$ cat config.mk
export PLATFORM = sky130hd
export DESIGN_NAME = wes_calc
export DESIGN_NICKNAME = d
export VERILOG_FILES = /design/src/design/wes_pkg.sv /design/src/design/wes_calc.sv
export SDC_FILE = /design/constraint.sdc
export NUM_CORES = 2
export LEC_CHECK = 0
export BUFFER_PORTS_ARGS = -buffer_cell sky130_fd_sc_hd__buf_2
export CORE_MARGIN = 1.5
export CORE_UTILIZATION = 39
export DETAILED_ROUTE_END_ITERATION = 10
export PLACE_DENSITY = 0.55
export SYNTH_ARGS = -nofsm -noshare
export SYNTH_HDL_FRONTEND = slang
export SYNTH_SLANG_ARGS = --single-unit
$ cat constraint.sdc
create_clock -name clk -period 21.1 [get_ports clk]
set_clock_uncertainty 0.05 [all_clocks]
set_input_delay 1.055 -clock clk [delete_from_list [all_inputs] [get_ports clk]]
set_output_delay 1.055 -clock clk [all_outputs]
set_load 0.01 [all_outputs]
$ cat src/design/wes_pkg.sv
// Shared widths, constants and word types for the wave equation stencil.
`default_nettype none

package wes_pkg;

  localparam int MAX_GRID = 1024;
  localparam int MIN_GRID = 3;
  localparam int DATA_W   = 32;
  localparam int COEFF_W  = 16;

  localparam int GRID_W  = $clog2(MAX_GRID + 1);
  localparam int POS_W   = $clog2(MAX_GRID);
  localparam int CDEPTH  = 2 * MAX_GRID + 1;
  localparam int PDEPTH  = MAX_GRID + 1;
  localparam int CADDR_W = $clog2(CDEPTH);
  localparam int PADDR_W = $clog2(PDEPTH);

  // Laplacian, 2c - p, product, scaled term and final sum widths.
  localparam int LAP_W  = DATA_W + 4;
  localparam int DIFF_W = DATA_W + 2;
  localparam int PROD_W = LAP_W + COEFF_W + 1;
  localparam int SCL_W  = PROD_W - COEFF_W;
  localparam int SUM_W  = SCL_W + 1;

  localparam int CFG_IDX_W  = 1;
  localparam int CFG_DATA_W = COEFF_W;

  localparam logic [GRID_W-1:0]  GRID_RESET  = GRID_W'(MAX_GRID);
  localparam logic [COEFF_W-1:0] COEFF_RESET = COEFF_W'(13107);

  typedef enum logic [CFG_IDX_W-1:0] {
    REG_GRID_SIZE,
    REG_WAVE_COEFF
  } cfg_reg_t;

  typedef struct packed {
    logic signed [DATA_W-1:0] curr_value;
    logic signed [DATA_W-1:0] prev_value;
  } item_word_t;

  typedef struct packed {
    logic signed [DATA_W-1:0] next_value;
    logic [POS_W-1:0]         out_row;
    logic [POS_W-1:0]         out_col;
    logic                     frame_last;
  } res_word_t;

  // Position and border information of the point a word produces.
  typedef struct packed {
    logic [POS_W-1:0] out_row;
    logic [POS_W-1:0] out_col;
    logic             frame_last;
    logic             interior;
  } meta_t;

  // Delay-line write heads and read addresses for the current word.
  typedef struct packed {
    logic [CADDR_W-1:0] cur_wr;
    logic [CADDR_W-1:0] cur_east;
    logic [CADDR_W-1:0] cur_north;
    logic [PADDR_W-1:0] prv_wr;
    logic [PADDR_W-1:0] prv_rd;
  } addr_t;

  // The five stencil neighbors and the previous value of the center point.
  typedef struct packed {
    logic signed [DATA_W-1:0] north;
    logic signed [DATA_W-1:0] south;
    logic signed [DATA_W-1:0] west;
    logic signed [DATA_W-1:0] east;
    logic signed [DATA_W-1:0] center;
    logic signed [DATA_W-1:0] prev;
  } taps_t;

endpackage

`default_nettype wire

$ cat src/design/wes_calc.sv
// Arithmetic pipeline: Laplacian, scaling by alpha, rounding and saturation.
`default_nettype none

module wes_calc (
  input  wire logic                         clk,
  input  wire logic                         rst,
  input  wire logic                         valid_s1,
  input  wire wes_pkg::taps_t               taps,
  input  wire wes_pkg::meta_t               meta_s1,
  input  wire logic [wes_pkg::COEFF_W-1:0]  coeff,
  output logic                              go_s1,
  output logic                              res_valid,
  input  wire logic                         res_ready,
  output wes_pkg::res_word_t                res_word
);

  localparam logic signed [wes_pkg::PROD_W-1:0] ROUND_HALF =
    wes_pkg::PROD_W'(1) <<< (wes_pkg::COEFF_W - 1);

  logic go_s2;
  logic go_s3;
  logic go_s4;
  logic go_res;

  logic valid_s2;
  logic valid_s3;
  logic valid_s4;

  logic signed [wes_pkg::LAP_W-1:0]  lap_s2;
  logic signed [wes_pkg::DIFF_W-1:0] diff_s2;
  wes_pkg::meta_t                    meta_s2;
  logic signed [wes_pkg::PROD_W-1:0] prod_s3;
  logic signed [wes_pkg::DIFF_W-1:0] diff_s3;
  wes_pkg::meta_t                    meta_s3;
  logic signed [wes_pkg::SCL_W-1:0]  scl_s4;
  logic signed [wes_pkg::DIFF_W-1:0] diff_s4;
  wes_pkg::meta_t                    meta_s4;

  logic signed [wes_pkg::LAP_W-1:0]  lap;
  logic signed [wes_pkg::DIFF_W-1:0] diff;
  logic signed [wes_pkg::COEFF_W:0]  coeff_s;
  logic signed [wes_pkg::PROD_W-1:0] rounded;
  logic signed [wes_pkg::SUM_W-1:0]  sum;
  logic                              ovf;
  logic signed [wes_pkg::DATA_W-1:0] sat;

  // A stage moves when the next one is empty or moving as well.
  assign go_res = !res_valid || res_ready;
  assign go_s4  = !valid_s4 || go_res;
  assign go_s3  = !valid_s3 || go_s4;
  assign go_s2  = !valid_s2 || go_s3;
  assign go_s1  = go_s2;

  assign lap = wes_pkg::LAP_W'(taps.north) + wes_pkg::LAP_W'(taps.south)
             + wes_pkg::LAP_W'(taps.west) + wes_pkg::LAP_W'(taps.east)
             - (wes_pkg::LAP_W'(taps.center) <<< 2);
  assign diff = (wes_pkg::DIFF_W'(taps.center) <<< 1) - wes_pkg::DIFF_W'(taps.prev);

  assign coeff_s = signed'({1'b0, coeff});

  // Round to nearest with ties toward plus infinity, then drop the fraction.
  assign rounded = prod_s3 + ROUND_HALF;

  assign sum = wes_pkg::SUM_W'(diff_s4) + wes_pkg::SUM_W'(scl_s4);
  assign ovf = (sum[wes_pkg::SUM_W-1:wes_pkg::DATA_W-1] != '0) &&
               (sum[wes_pkg::SUM_W-1:wes_pkg::DATA_W-1] != '1);

  always_comb begin
    if (!ovf) begin
      sat = sum[wes_pkg::DATA_W-1:0];
    end else if (sum[wes_pkg::SUM_W-1]) begin
      sat = {1'b1, {(wes_pkg::DATA_W - 1){1'b0}}};
    end else begin
      sat = {1'b0, {(wes_pkg::DATA_W - 1){1'b1}}};
    end
  end

  always_ff @(posedge clk) begin
    if (rst) begin
      valid_s2  <= 1'b0;
      valid_s3  <= 1'b0;
      valid_s4  <= 1'b0;
      res_valid <= 1'b0;
    end else begin
      if (go_s2) begin
        valid_s2 <= valid_s1;
      end
      if (go_s3) begin
        valid_s3 <= valid_s2;
      end
      if (go_s4) begin
        valid_s4 <= valid_s3;
      end
      if (go_res) begin
        res_valid <= valid_s4;
      end
    end
  end

  always_ff @(posedge clk) begin
    if (go_s2) begin
      lap_s2  <= lap;
      diff_s2 <= diff;
      meta_s2 <= meta_s1;
    end
    if (go_s3) begin
      prod_s3 <= lap_s2 * coeff_s;
      diff_s3 <= diff_s2;
      meta_s3 <= meta_s2;
    end
    if (go_s4) begin
      scl_s4  <= rounded[wes_pkg::PROD_W-1:wes_pkg::COEFF_W];
      diff_s4 <= diff_s3;
      meta_s4 <= meta_s3;
    end
    if (go_res) begin
      res_word.next_value <= meta_s4.interior ? sat : '0;
      res_word.out_row    <= meta_s4.out_row;
      res_word.out_col    <= meta_s4.out_col;
      res_word.frame_last <= meta_s4.frame_last;
    end
  end

endmodule

`default_nettype wire

# Word-level counts from Yosys, hierarchy flattened
# Index checks and enable logic that the tools add are counted.
# Widths: inputs -> output; s select.
classes:
  addsub: 7
  n_mul: 1
  eq_ne: 1
  mux: 2
  reduce_logical: 10
op_table:
  columns: ["op", "count"]
  rows:
  - ["$mux 32", 2]
  - ["$add 53x17->53 const B", 1]
  - ["$mul 36x17->53", 1]
  - ["$add 34x37->38", 1]
  - ["$sub 35x34->36", 1]
  - ["$add 34x32->35", 1]
  - ["$add 33x32->34", 1]
  - ["$sub 33x32->34", 1]
  - ["$add 32x32->33", 1]
  - ["$ne 7x7->1 const B", 1]
  - ["$reduce_bool 7->1", 1]
  - ["$logic_not 1->1", 4]
  - ["$logic_or 1x1->1", 4]
  - ["$logic_and 1x1->1", 1]
totals:
  ff_bits: 351
  input_bits: 234
  output_inout_bits: 55

# Longest topological paths before layout
depth:
  depth_word: 5
  mapped_depth: 26

# Worst setup path before layout
# No wires, ideal clock.
synth_timing:
  kind: "in2reg"
  from: "input coeff[2] (netlist name)"
  to: "register prod_s3[46] (netlist name) (data pin)"
  setup_ns: 0.258
  arrival_ns: 7.068
  slack_ns: 13.725
  path_stages: 23
  n_path_buf: 2
  path_cell_list: "clkbuf_1 -> clkbuf_1 -> nand2_1 -> fa_1 -> fa_1 -> fa_1 -> inv_1 -> fa_1 -> fa_1 -> inv_1 -> fa_1 -> inv_1 -> ha_1 -> a211oi_1 -> o21ai_1 -> a221oi_1 -> nand2_1 -> o21ai_1 -> a21oi_1 -> a311o_1 -> a21o_1 -> a21o_1 -> xor2_1"
synth_between:
  elab_chain_cells: 1
synth_lines:
  columns: ["item", "line", "rtl"]
  rows:
  - ["from (decl)", "wes_calc.sv:10", "input wire logic [wes_pkg::COEFF_W-1:0] coeff,"]
  - ["$mul 36x17->53", "wes_calc.sv:107", "prod_s3 <= lap_s2 * coeff_s;"]
  - ["to (signal assigned)", "wes_calc.sv:107", null]
  - ["to (decl)", "wes_calc.sv:32", "logic signed [wes_pkg::PROD_W-1:0] prod_s3;"]
# Every way passes these cells.
# A chain may end at the register's enable or synchronous reset.

# Worst setup path after layout
layout_timing:
  from: "input coeff[11] (netlist name)"
  to: "register prod_s3[46] (netlist name) (data pin)"
# The elaborated chain is that of the path after synthesis.

==> results.json <==
{
  "syn-num-nets": 4740,
  "max_cap_violations": 0,
  "n_fill_cell": 9472,
  "die_h_microns": 315,
  "critical_path.max_stage_delay_ps": 730,
  "layout.cells.most_common": "sky130_fd_sc_hd__inv_1",
  "critPathTopFamily": "adder cells",
  "cp_slowest_cell": "sky130_fd_sc_hd__buf_2",
  "r2r-end": "prod_s3[46]$_DFFE_PP_",
  "cts_hold_buffers": 0,
  "critPathRequiredTime_ps": 21340,
  "period_share_pct": 35.9,
  "post_synth.cell_area_avg_sq_um": 10.4,
  "placementRows": 114,
  "detail_route.vias_per_cell": 4.92,
  "drt-wirelength-per-cell_microns": 18.7,
  "synth-seq-cells": 336,
  "route.vias.total": 25400,
  "synthCells": 3630,
  "hold_path_startpoint": "diff_s3[8]$_DFFE_PP_",
  "finalWeightedCongestion": 0.886,
  "startpoint_types": "input pin",
  "detail-route-antenna-nets": 0,
  "mostFrequentLayoutCells": "827 x sky130_fd_sc_hd__inv_1, 646 x sky130_fd_sc_hd__fa_1, 443 x sky130_fd_sc_hd__nand2_1, 332 x sky130_fd_sc_hd__edfxtp_1, 288 x sky130_fd_sc_hd__buf_2",
  "report.final.hold_viol_count": 0,
  "insertion_delay_ps": 530,
  "drc_errors": 0,
  "timing.reg2reg.worst_path_depth": 21,
  "gr_util_met2_pct": 35.9,
  "critical_path.most_common_cell": "sky130_fd_sc_hd__fa_1",
  "hold_path_end": "diff_s4[8]$_DFFE_PP_",
  "initialDrtViolationCount": 1388,
  "synth.yosys.seq_area_share_pct": 26.5,
  "tritoncts": "done",
  "postCtsSetupBuffers": 0,
  "clock_pin_slew_of_the_registers_on_the_worst_case_setup_and_hold_paths_ps": 70,
  "cts_inserted_buffers": 36,
  "drt_pass_1_iters": 5,
  "period_minus_slack_ps": 7580,
  "synth_async_sr_flop_share_pct": 0,
  "startpoint_of_the_most_critical_setup_path": "coeff[11]",
  "synth-main-ff-cell": "sky130_fd_sc_hd__edfxtp_1",
  "area_growth_pct": 10.4,
  "grt_antenna_before_repair": 2,
  "totalNegativeSetupSlack_ps": 0,
  "rsz0062_at_grt": "false",
  "post_route_cells_drive_above_1_share_pct": 9.74,
  "final_core_utilization_pct": 43.4,
  "worstPathArrival_ps": 7820,
  "post_synth_num_cell_types": 72,
  "timing.reg2reg.setup_slack_ps": 13730,
  "place_hpwl_microns": 76700,
  "port-buffer-count": 288,
  "critPathMaxFanout": 36,
  "min_delay_path_depth": 0,
  "grt_pass1_wl_microns": 154000,
  "grtUsageMet1_pct": 26.7,
  "netlist_area_sq_um": 37900,
  "floorplan.die_area_sq_um": 99100,
  "criticalPathCategory": "in -> reg",
  "design.portCount": 289,
  "max-clock-path-buffers": 3,
  "postCtsResizedCells": 0,
  "drv_slew": 0,
  "yosys_warnings": 0,
  "slew_headroom_pct": 20.3,
  "grt_overflow": 0,
  "clock.fmax_mhz": 132,
  "initial_core_util_pct": 39.3,
  "cp-end-kind": "flip-flop",
  "number_of_levels_in_the_clock_h_tree": 2,
  "grt_busiest_layer": "met2",
  "worstPathBufferInverterCount": 4,
  "cts_sinks": 336,
  "grt_max_degree": 63,
  "drt_wl_total_microns": 96800,
  "number_of_global_route_vias_before_repair": 27400,
  "gr_util_met3_pct": 2.18,
  "grt_use_total_pct": 20.1,
  "class_of_the_tightest_hold_or_removal_check": "reg -> reg",
  "cp_cell_sequence": "buf_2 -> nand2_1 -> fa_1 -> inv_1 -> fa_1 -> fa_1 -> fa_1 -> fa_1 -> inv_1 -> fa_1 -> inv_1 -> ha_1 -> a21oi_1 -> o21ai_0 -> nor3_1 -> a211oi_1 -> o22ai_1 -> a21oi_1 -> a311o_1 -> a21o_1 -> a21o_1 -> xor2_1",
  "final_net_count": 4977,
  "dieWidth_microns": 315,
  "run_status": "finished clean",
  "core_area_sq_um": 96400,
  "number_of_synthesized_flops_with_an_enable_pin": 332,
  "clk_root_buffer_cell": "sky130_fd_sc_hd__clkbuf_16",
  "worst-slew-pin-transition_ps": 1190,
  "timing.final.setup_violations": 0,
  "worst_r2r_startpoint": "lap_s2[23]$_DFFE_PP_"
}
per-stage QoR:
stage                     area [sq um]  cells  setup slack (ps)  hold slack [ps]
after global placement           40700   5105             13080              350
after detailed placement         40700   5105             13040              355
after CTS                        41800   5166             13600              339
final                            41800   5167             13520              342
after global routing             41800   5166             13140              356
after floorplan                  37900   3630             13720              350
worst max-delay path by stage:
stage / cells past startpoint / endpoint
2_1_floorplan: 23 / prod_s3[46]$_DFFE_PP_
3_3_place_gp: 23 / prod_s3[39]$_DFFE_PP_
3_5_place_dp: 22 / prod_s3[46]$_DFFE_PP_
4_1_cts: 23 / prod_s3[39]$_DFFE_PP_
5_1_grt: 22 / prod_s3[46]$_DFFE_PP_
6_report: 22 / prod_s3[46]$_DFFE_PP_
flip-flops by register name, indices dropped and copies added (netlist names):
signal,count
valid_s4,1
res_word,53
valid_s3,1
diff_s4,34
res_valid,1
lap_s2,36
meta_s4,22
prod_s3,38
diff_s2,34
valid_s2,1
meta_s2,22
meta_s3,22
diff_s3,34
scl_s4,37
synth_stat cells (all sizes together), types with 13 or more instances:
cell / number / area share, %
o21a: 30 / 0.59
fa: 646 / 34
nor2b: 14 / 0.23
a211oi: 13 / 0.26
o21bai: 14 / 0.28
o21ai: 55 / 0.74
ha: 230 / 7.6
and2: 214 / 3.5
nand4: 24 / 0.40
nor2: 82 / 0.81
and3: 23 / 0.38
a21oi: 128 / 1.7
a21o: 94 / 1.9
inv: 829 / 8.2
xor2: 51 / 1.2
edfxtp: 332 / 26
clkbuf: 99 / 0.98
a31oi: 14 / 0.23
nand2: 445 / 4.4
nand3: 28 / 0.37
nor3: 20 / 0.28
xnor2: 117 / 2.7
nand2b: 21 / 0.35
area by class of cell:
type | count | area [sq um] | share of cell area, %
sequential | 336 | 10000 | 24.0
clock buffer | 44 | 931 | 2.23
antenna | 1 | 2.50 | 0.00598
timing repair buffer | 307 | 1580 | 3.79
inverter | 829 | 3110 | 7.44
tap | 1276 | 1600 | 3.82
multi-input combinational | 2357 | 24300 | 58.2
clock inverter | 17 | 224 | 0.535
metal layers:
layer  routed length, microns  vias to the layer above
met4                     1710                        2
li1                         -                    11800
met1                    41900                    13000
met2                    49000                      579
met3                     4190                      112
met5                       13                        -
cells by family (layout without fill, tap and decap cells):
group                      count (synthesis)  in the layout  share of synthesized area [%]
buffers and inverters                    937           1197                           9.36
other                                      0              1                              0
and+or+nand+nor                          895            895                           11.2
xor gates and xnor gates                 168            168                           3.88
AOI/OAI and AO/OA                        417            417                           7.29
DFF                                      336            336                           26.5
adders and majority gates                876            876                           41.7
muxes                                      1              1                         0.0297
Power is not shown: default switching activity piles up to over one toggle a cycle in this logic, so the estimate is an artifact.
