--- src/design/wes_pkg.sv ---
// Shared widths, constants and word types for the wave equation stencil.
`default_nettype none

package wes_pkg;

  localparam int MAX_GRID = 1024;
  localparam int MIN_GRID = 3;
  localparam int DATA_W   = 32;
  localparam int COEFF_W  = 16;

  localparam int GRID_W  = $clog2(MAX_GRID + 1);
  localparam int POS_W   = $clog2(MAX_GRID);
  localparam int CDEPTH  = 2 * MAX_GRID + 1;
  localparam int PDEPTH  = MAX_GRID + 1;
  localparam int CADDR_W = $clog2(CDEPTH);
  localparam int PADDR_W = $clog2(PDEPTH);

  // Laplacian, 2c - p, product, scaled term and final sum widths.
  localparam int LAP_W  = DATA_W + 4;
  localparam int DIFF_W = DATA_W + 2;
  localparam int PROD_W = LAP_W + COEFF_W + 1;
  localparam int SCL_W  = PROD_W - COEFF_W;
  localparam int SUM_W  = SCL_W + 1;

  localparam int CFG_IDX_W  = 1;
  localparam int CFG_DATA_W = COEFF_W;

  localparam logic [GRID_W-1:0]  GRID_RESET  = GRID_W'(MAX_GRID);
  localparam logic [COEFF_W-1:0] COEFF_RESET = COEFF_W'(13107);

  typedef enum logic [CFG_IDX_W-1:0] {
    REG_GRID_SIZE,
    REG_WAVE_COEFF
  } cfg_reg_t;

  typedef struct packed {
    logic signed [DATA_W-1:0] curr_value;
    logic signed [DATA_W-1:0] prev_value;
  } item_word_t;

  typedef struct packed {
    logic signed [DATA_W-1:0] next_value;
    logic [POS_W-1:0]         out_row;
    logic [POS_W-1:0]         out_col;
    logic                     frame_last;
  } res_word_t;

  // Position and border information of the point a word produces.
  typedef struct packed {
    logic [POS_W-1:0] out_row;
    logic [POS_W-1:0] out_col;
    logic             frame_last;
    logic             interior;
  } meta_t;

  // Delay-line write heads and read addresses for the current word.
  typedef struct packed {
    logic [CADDR_W-1:0] cur_wr;
    logic [CADDR_W-1:0] cur_east;
    logic [CADDR_W-1:0] cur_north;
    logic [PADDR_W-1:0] prv_wr;
    logic [PADDR_W-1:0] prv_rd;
  } addr_t;

  // The five stencil neighbors and the previous value of the center point.
  typedef struct packed {
    logic signed [DATA_W-1:0] north;
    logic signed [DATA_W-1:0] south;
    logic signed [DATA_W-1:0] west;
    logic signed [DATA_W-1:0] east;
    logic signed [DATA_W-1:0] center;
    logic signed [DATA_W-1:0] prev;
  } taps_t;

endpackage

`default_nettype wire

--- src/design/wes_pos.sv ---
// Configuration registers, raster position counters and delay-line addressing.
`default_nettype none

module wes_pos (
  input  wire logic                               clk,
  input  wire logic                               rst,
  input  wire logic                               accept,
  input  wire logic                               cfg_write,
  input  wire wes_pkg::cfg_reg_t                  cfg_index,
  input  wire logic [wes_pkg::CFG_DATA_W-1:0]     cfg_word,
  output logic      [wes_pkg::COEFF_W-1:0]        coeff,
  output wes_pkg::addr_t                          addr,
  output wes_pkg::meta_t                          meta
);

  logic [wes_pkg::GRID_W-1:0]  grid_size;
  logic [wes_pkg::COEFF_W-1:0] wave_coeff;
  logic [wes_pkg::POS_W-1:0]   in_row;
  logic [wes_pkg::POS_W-1:0]   in_col;
  logic [wes_pkg::CADDR_W-1:0] cur_head;
  logic [wes_pkg::PADDR_W-1:0] prv_head;

  logic [wes_pkg::GRID_W-1:0]  n_eff;
  logic [wes_pkg::GRID_W-1:0]  n_m1;
  logic [wes_pkg::GRID_W-1:0]  n_m2;
  logic [wes_pkg::GRID_W-1:0]  row_g;
  logic [wes_pkg::GRID_W-1:0]  col_g;
  logic [wes_pkg::GRID_W-1:0]  orow_g;
  logic [wes_pkg::GRID_W-1:0]  ocol_g;
  logic                        col_end;
  logic                        row_end;
  logic [wes_pkg::CADDR_W:0]   east_sum;
  logic [wes_pkg::CADDR_W:0]   north_sum;
  logic [wes_pkg::PADDR_W:0]   prv_sum;

  function automatic logic [wes_pkg::CADDR_W-1:0] cur_wrap(
    input logic [wes_pkg::CADDR_W:0] t
  );
    logic [wes_pkg::CADDR_W:0] u;
    begin
      u = t - (wes_pkg::CADDR_W + 1)'(wes_pkg::CDEPTH);
      if (t >= (wes_pkg::CADDR_W + 1)'(wes_pkg::CDEPTH)) begin
        return u[wes_pkg::CADDR_W-1:0];
      end
      return t[wes_pkg::CADDR_W-1:0];
    end
  endfunction

  function automatic logic [wes_pkg::PADDR_W-1:0] prv_wrap(
    input logic [wes_pkg::PADDR_W:0] t
  );
    logic [wes_pkg::PADDR_W:0] u;
    begin
      u = t - (wes_pkg::PADDR_W + 1)'(wes_pkg::PDEPTH);
      if (t >= (wes_pkg::PADDR_W + 1)'(wes_pkg::PDEPTH)) begin
        return u[wes_pkg::PADDR_W-1:0];
      end
      return t[wes_pkg::PADDR_W-1:0];
    end
  endfunction

  // An out-of-range grid size is clamped to the supported span.
  always_comb begin
    if (grid_size < wes_pkg::GRID_W'(wes_pkg::MIN_GRID)) begin
      n_eff = wes_pkg::GRID_W'(wes_pkg::MIN_GRID);
    end else if (grid_size > wes_pkg::GRID_W'(wes_pkg::MAX_GRID)) begin
      n_eff = wes_pkg::GRID_W'(wes_pkg::MAX_GRID);
    end else begin
      n_eff = grid_size;
    end
  end

  assign n_m1    = n_eff - wes_pkg::GRID_W'(1);
  assign n_m2    = n_eff - wes_pkg::GRID_W'(2);
  assign row_g   = wes_pkg::GRID_W'(in_row);
  assign col_g   = wes_pkg::GRID_W'(in_col);
  assign col_end = (col_g == n_m1);
  assign row_end = (row_g == n_m1);

  // The result belongs to the point N+1 raster positions behind the input.
  always_comb begin
    if (in_col != '0) begin
      orow_g = (in_row == '0) ? n_m1 : row_g - wes_pkg::GRID_W'(1);
      ocol_g = col_g - wes_pkg::GRID_W'(1);
    end else begin
      orow_g = (row_g >= wes_pkg::GRID_W'(2)) ? row_g - wes_pkg::GRID_W'(2) : row_g + n_m2;
      ocol_g = n_m1;
    end
  end

  always_comb begin
    meta.out_row    = orow_g[wes_pkg::POS_W-1:0];
    meta.out_col    = ocol_g[wes_pkg::POS_W-1:0];
    meta.frame_last = row_end && col_end;
    meta.interior   = (orow_g != '0) && (orow_g != n_m1) &&
                      (ocol_g != '0) && (ocol_g != n_m1);
  end

  // Read addresses count back from the write heads, modulo the store depth.
  assign east_sum  = {1'b0, cur_head} + (wes_pkg::CADDR_W + 1)'(wes_pkg::CDEPTH)
                     - (wes_pkg::CADDR_W + 1)'(n_eff);
  assign north_sum = {1'b0, cur_head} + (wes_pkg::CADDR_W + 1)'(wes_pkg::CDEPTH)
                     - (wes_pkg::CADDR_W + 1)'({n_eff, 1'b1});
  assign prv_sum   = {1'b0, prv_head} + (wes_pkg::PADDR_W + 1)'(wes_pkg::PDEPTH)
                     - (wes_pkg::PADDR_W + 1)'(n_eff) - (wes_pkg::PADDR_W + 1)'(1);

  always_comb begin
    addr.cur_wr    = cur_head;
    addr.cur_east  = cur_wrap(east_sum);
    addr.cur_north = cur_wrap(north_sum);
    addr.prv_wr    = prv_head;
    addr.prv_rd    = prv_wrap(prv_sum);
  end

  assign coeff = wave_coeff;

  always_ff @(posedge clk) begin
    if (rst) begin
      grid_size  <= wes_pkg::GRID_RESET;
      wave_coeff <= wes_pkg::COEFF_RESET;
      in_row     <= '0;
      in_col     <= '0;
      cur_head   <= '0;
      prv_head   <= '0;
    end else begin
      if (accept) begin
        if (cur_head == wes_pkg::CADDR_W'(wes_pkg::CDEPTH - 1)) begin
          cur_head <= '0;
        end else begin
          cur_head <= cur_head + wes_pkg::CADDR_W'(1);
        end
        if (prv_head == wes_pkg::PADDR_W'(wes_pkg::PDEPTH - 1)) begin
          prv_head <= '0;
        end else begin
          prv_head <= prv_head + wes_pkg::PADDR_W'(1);
        end
      end
      // A grid size write restarts the raster position at the frame start.
      if (cfg_write && (cfg_index == wes_pkg::REG_GRID_SIZE)) begin
        in_row <= '0;
        in_col <= '0;
      end else if (accept) begin
        if (col_end) begin
          in_col <= '0;
          in_row <= row_end ? '0 : in_row + wes_pkg::POS_W'(1);
        end else begin
          in_col <= in_col + wes_pkg::POS_W'(1);
        end
      end
      if (cfg_write) begin
        case (cfg_index)
          wes_pkg::REG_GRID_SIZE: begin
            grid_size <= cfg_word[wes_pkg::GRID_W-1:0];
          end
          wes_pkg::REG_WAVE_COEFF: begin
            wave_coeff <= cfg_word[wes_pkg::COEFF_W-1:0];
          end
          default: begin
          end
        endcase
      end
    end
  end

endmodule

`default_nettype wire

--- config.mk ---
export PLATFORM = sky130hd
export DESIGN_NAME = wes_pos
export DESIGN_NICKNAME = d
export VERILOG_FILES = /design/src/design/wes_pkg.sv /design/src/design/wes_pos.sv
export SDC_FILE = /design/constraint.sdc
export NUM_CORES = 1
export LEC_CHECK = 0
export ABC_AREA = 1
export BUFFER_PORTS_ARGS = -buffer_cell sky130_fd_sc_hd__buf_2
export CAP_MARGIN = 40
export CORE_UTILIZATION = 25
export CTS_BUF_LIST = sky130_fd_sc_hd__clkbuf_8
export DETAILED_ROUTE_END_ITERATION = 8
export GPL_ROUTABILITY_DRIVEN = 0
export PLACE_DENSITY = 0.4
export SLEW_MARGIN = 20
export SYNTH_ARGS = -nofsm -noshare
export SYNTH_HDL_FRONTEND = slang
export SYNTH_SLANG_ARGS = --single-unit
--- constraint.sdc ---
create_clock -name clk -period 5 [get_ports clk]
set_input_delay 1 -clock clk [delete_from_list [all_inputs] [get_ports clk]]
set_output_delay 1 -clock clk [all_outputs]
set_load 0.01 [all_outputs]
=== Word-level counts from Yosys, hierarchy flattened ===
Index checks and enable logic that the tools add are counted.

* Add/subtract/negate cells: 19
* Magnitude comparators: 6
* Eq/ne operators: 6
* Multiplexer cells: 19
* Bitwise gates (word level): 1
* Reductions and logical operators: 13

{| class="wikitable"
|+ Operator list
! cell !! number
|-
| 11-bit 2-to-1 mux || 9
|-
| 12-bit 2-to-1 mux || 5
|-
| 13-bit by 12-bit >= comparator with 1-bit output, second input constant || 2
|-
| 12-bit subtractor, second input constant || 2
|-
| 10-bit by 11-bit equality test with 1-bit output || 2
|-
| 11-bit != test || 2
|-
| 11-bit nonzero test || 2
|-
| 10-bit by 1-bit subtractor with 11-bit output, second input constant || 2
|-
| 10-bit by 1-bit adder with 10-bit output, second input constant || 2
|-
| 10-bit 2-to-1 mux || 2
|-
| 12-bit by 12-bit adder with 13-bit output, second input constant || 1
|-
| 13-bit by 11-bit subtractor with 13-bit output || 1
|-
| 13-bit by 12-bit subtractor with 13-bit output || 1
|-
| 11-bit by 11-bit adder with 12-bit output, second input constant || 1
|-
| 12-bit by 1-bit adder with 12-bit output, second input constant || 1
|-
| 12-bit equality test, second input constant || 1
|-
| 12-bit by 11-bit >= comparator with 1-bit output, second input constant || 1
|-
| 12-bit by 1-bit subtractor with 12-bit output, second input constant || 1
|-
| 12-bit by 11-bit subtractor with 12-bit output || 1
|-
| 10-bit by 11-bit adder with 11-bit output || 1
|-
| 11-bit by 1-bit adder with 11-bit output, second input constant || 1
|-
| 11-bit equality test, second input constant || 1
|-
| 11-bit > comparator, second input constant || 1
|-
| 11-bit by 2-bit less-than comparator with 1-bit output, second input constant || 1
|-
| 12 further kinds || 20
|}

* Bits in registers: 70
* Input bits: 21
* Word-level logic and storage cells: 70

=== Longest topological paths before layout ===
* Depth in word-level cells: 11
* Gate-level depth with buffers: 25
* Gate-level depth less buffers: 24

=== Worst setup path after synthesis ===
Ideal clock, no wire load.

* Path kind: register to output
* Start: register grid_size[2] (netlist name)
* End: output addr[1] (netlist name)
* Arrival time: 3410 ps
* Required time: 4000 ps
* Path slack: 590 ps
* Cell stages (with the launch flop): 20
* Path buffers: 1
* Cells stage by stage: dfxtp_1 > nor2_2 > nand4_1 > nand2_1 > nand2_1 > ha_1 > ha_1 > fa_1 > nand3_1 > nand2_1 > a21oi_1 > o21ai_1 > xor2_1 > nand2_1 > nor2_1 > nand4_1 > o21ai_1 > nand2_1 > clkbuf_1 > o21ai_0

{| class="wikitable"
|+ RTL lines
! element !! RTL line !! source
|-
| start, declared || wes_pos.sv:16 || <nowiki>logic [wes_pkg::GRID_W-1:0] grid_size;</nowiki>
|-
| start signal, assigned || wes_pos.sv:119 || <nowiki>grid_size <= wes_pkg::GRID_RESET;</nowiki>
|-
| start signal, assigned || wes_pos.sv:153 || <nowiki>grid_size <= cfg_word[wes_pkg::GRID_W-1:0];</nowiki>
|-
| end, declared || wes_pos.sv:12 || <nowiki>output wes_pkg::addr_t addr,</nowiki>
|}

==> flow_summary.toml <==
[detailed_routing]
vias_per_cell = 4.75
num_vias = 10200
wl_per_cell_um = 15.9
ant_nets = 0
dr.first_iter.drc_count = 630
drcViolationCount = 0
first_pass_iters = 5
drt_wl_total_um = 34100

[synth]
synth_top_cell_area_share_pct = 16.1
ys_warn_count = 0
synth.avg_cell_area_um2 = 6.00
ys_seq_area_share_pct = 15.2
yosysUniqueCellTypes = 51
synth_top_cells_by_area = "nand2_1, dfxtp_1, ha_1, inv_1, xor2_1"
synthArstFlopShare_pct = 0
synth_area_um2 = 9250
yosysTopAreaCell = "nand2_1"
netlist_instances = 1541
ys.flop_type = "dfxtp_1"
synth_edf_count = 0
syn-num-nets = 1646
ys_seq_elements = 70

[floorplan]
start_util_pct = 25.3
dieArea_um2 = 37800
io-pin-count = 117
core_um2 = 36500
die_h_um = 194
rows = 70
die_x_um = 194

[sta]
setup_viol = 0
post-route-min-period_ps = 4790
post-route-period-util_pct = 95.8
worstMarginPinSlew_ps = 869
fin_skew_ps = 16.3
finalSetupTns_ps = 0
hold_violations = 0
setup_slack_ps = 211
finalMaxSlewViolations = 0
slew_headroom_pct = 41.3
fmax_ghz = 0.209

[clocking]
clockRootBuffer = "clkbuf_8"
htreeDepth = 3
cts_tree = "yes"
cts_buffer_depth = 2
numCtsBuffers = 9
path_clk_slew_ps = 90
hold_buffers = 0
cts.sinks = 70
insertion_delay_ps = 390

[setup_path]
rrSetupSlack_ps = 1780
critPathRequiredTime_ps = 4000
worstPathArrival_ps = 3790
start_kind = "flip-flop"
crit_slowest_cell = "dfxtp_1"
path_class = "flip-flop to primary output"
path_max_fanout = 11
cp_slowest_stage_delay_ps = 490
crit_top_cell = "nand2_1"
crit_chain = "inv_1 -> nor2_2 -> xnor2_1 -> inv_1 -> ha_1 -> a21oi_1 -> o21ai_0 -> a21o_1 -> xor2_2 -> nor2_1 -> nand2_1 -> nor3_2 -> nand3_1 -> nand2_1 -> nand2_2 -> buf_6 -> nand3_1 -> nand2_1 -> buf_2"
critPathCaptureType = "primary output"

[grt]
grt_max_degree = 29
gr-usage-all-layers_pct = 17.8
grt_antenna_before_repair = 0
grt_pass1_wl_um = 52900
grt.overflow.total = 0
grt_pass1_vias = 9563

[place]
hpwl_um = 27300
dp_slack_ps = 233
io_buffers = 116

[cells_and_area]
nNetsFinal = 1778
drive_above_1_share_pct = 18.7
diodes = 0
final_common_cell = "nand2_1"
final_cell_mix = "nand2_1, inv_1, nor2_1"
syn_to_final_growth_pct = 20.2
nFillCells = 4120

[power_and_ir_drop]
cellPowerDensity_nw_per_um2 = 250
irDropWorstVdd_uv = 120
p_leak_nw = 5.69

[outcome]
status = "finished clean"

[job]
drv_cap = 0

[hold_path]
hp-class = "flip-flop to flip-flop"
[per-stage QoR]
stage / hold WS (ps) / area, µm² / instances / total power [mW] / util [%]
2_1_floorplan: 456 / 9250 / 1541 / 1.68 / -
3_3_place_gp: 451 / 10500 / 2119 / 2.17 / 28.7
3_5_place_dp: 457 / 10500 / 2119 / 2.16 / 28.7
4_1_cts: 488 / 10700 / 2135 / 2.70 / 29.3
5_1_grt: 511 / 11100 / 2146 / 3.03 / 30.4
6_report: 485 / 11100 / 2146 / 2.78 / 30.4
[synth_stat cells, types with 6 or more instances]
cell,instances
nor4_1,7
dfxtp_1,70
nand2_1,397
o21ai_0,57
nand4_1,45
nor2_1,174
nand3_2,12
buf_2,16
ha_1,81
o21ai_1,10
o211ai_1,6
nor2_2,10
a21o_1,8
a21oi_1,75
nand2_2,25
nand3_1,134
clkbuf_1,21
nor3_1,23
inv_1,192
xnor2_1,18
xor2_1,80
clkinv_1,6
[metal layers]
layer	vias up	global-route usage [%]	share of wire, %
li1	5276	-	-
met1	4686	24.8	49
met2	202	29.1	45
met3	31	1.72	3.7
met4	0	4.82	1.8
met5	-	0	0
[path summary, 6_finish.rpt]
check	startpoint	cells past startpoint	end
worst max-delay path	cur_head[3]	19	addr[43]
worst min-delay path	coeff[1]	2	coeff[1]
worst max register to register	grid_size[10]	18	in_row[9]
worst min register to register	coeff[1]	2	coeff[1]
[registers in the layout, indices dropped and copies added, names as in the netlist]
| signal | flops |
|---|---|
| prv_head | 11 |
| grid_size | 11 |
| cur_head | 12 |
| in_col | 10 |
| in_row | 10 |
| coeff | 16 |
[worst max-delay path: cells and delay by family (launching register included)]
kind	cells	cell delay, ps
AO/OA/AOI/OAI	3	620
XOR/XNOR	2	320
adder cells (fa/ha/maj)	1	370
buffers and inverters	4	520
flip-flops	1	490
AND/OR/NAND/NOR	9	1100
[what timing repair did]
| item | 4_1_cts | 5_1_grt |
|---|---|---|
| gates cloned | 0 | 2 |
| buffers inserted | 0 | 9 |
| endpoints found under the setup margin | 35 | 36 |
| pin swaps | 0 | 14 |
| gates resized for setup | 8 | 84 |
[report_power, final]
group          switching (mW)  total (mW)  internal [mW]
logic                    1.05        1.66          0.618
registers              0.0170       0.593          0.576
clock network           0.263       0.521          0.258
[final cells by class]
| cell class | instances | area, µm² | share of cell area (%) |
|---|---|---|---|
| timing repair buffer | 160 | 938 | 8.45 |
| clock inverter | 5 | 57.6 | 0.518 |
| multi-input combinational | 1229 | 7200 | 64.8 |
| clock buffer | 11 | 151 | 1.36 |
| tap | 468 | 586 | 5.27 |
| inverter | 203 | 764 | 6.88 |
| sequential | 70 | 1410 | 12.7 |
[kinds of logic after synthesis]
logic type | share of synthesized area, %
AO/OA/AOI/OAI | 11.6
flip-flops | 15.2
AND/OR/NAND/NOR | 41.8
buffers and inverters | 10.4
adder cells (fa/ha/maj) | 11.6
XOR/XNOR | 9.46
Power figures use the tool's default switching activity.
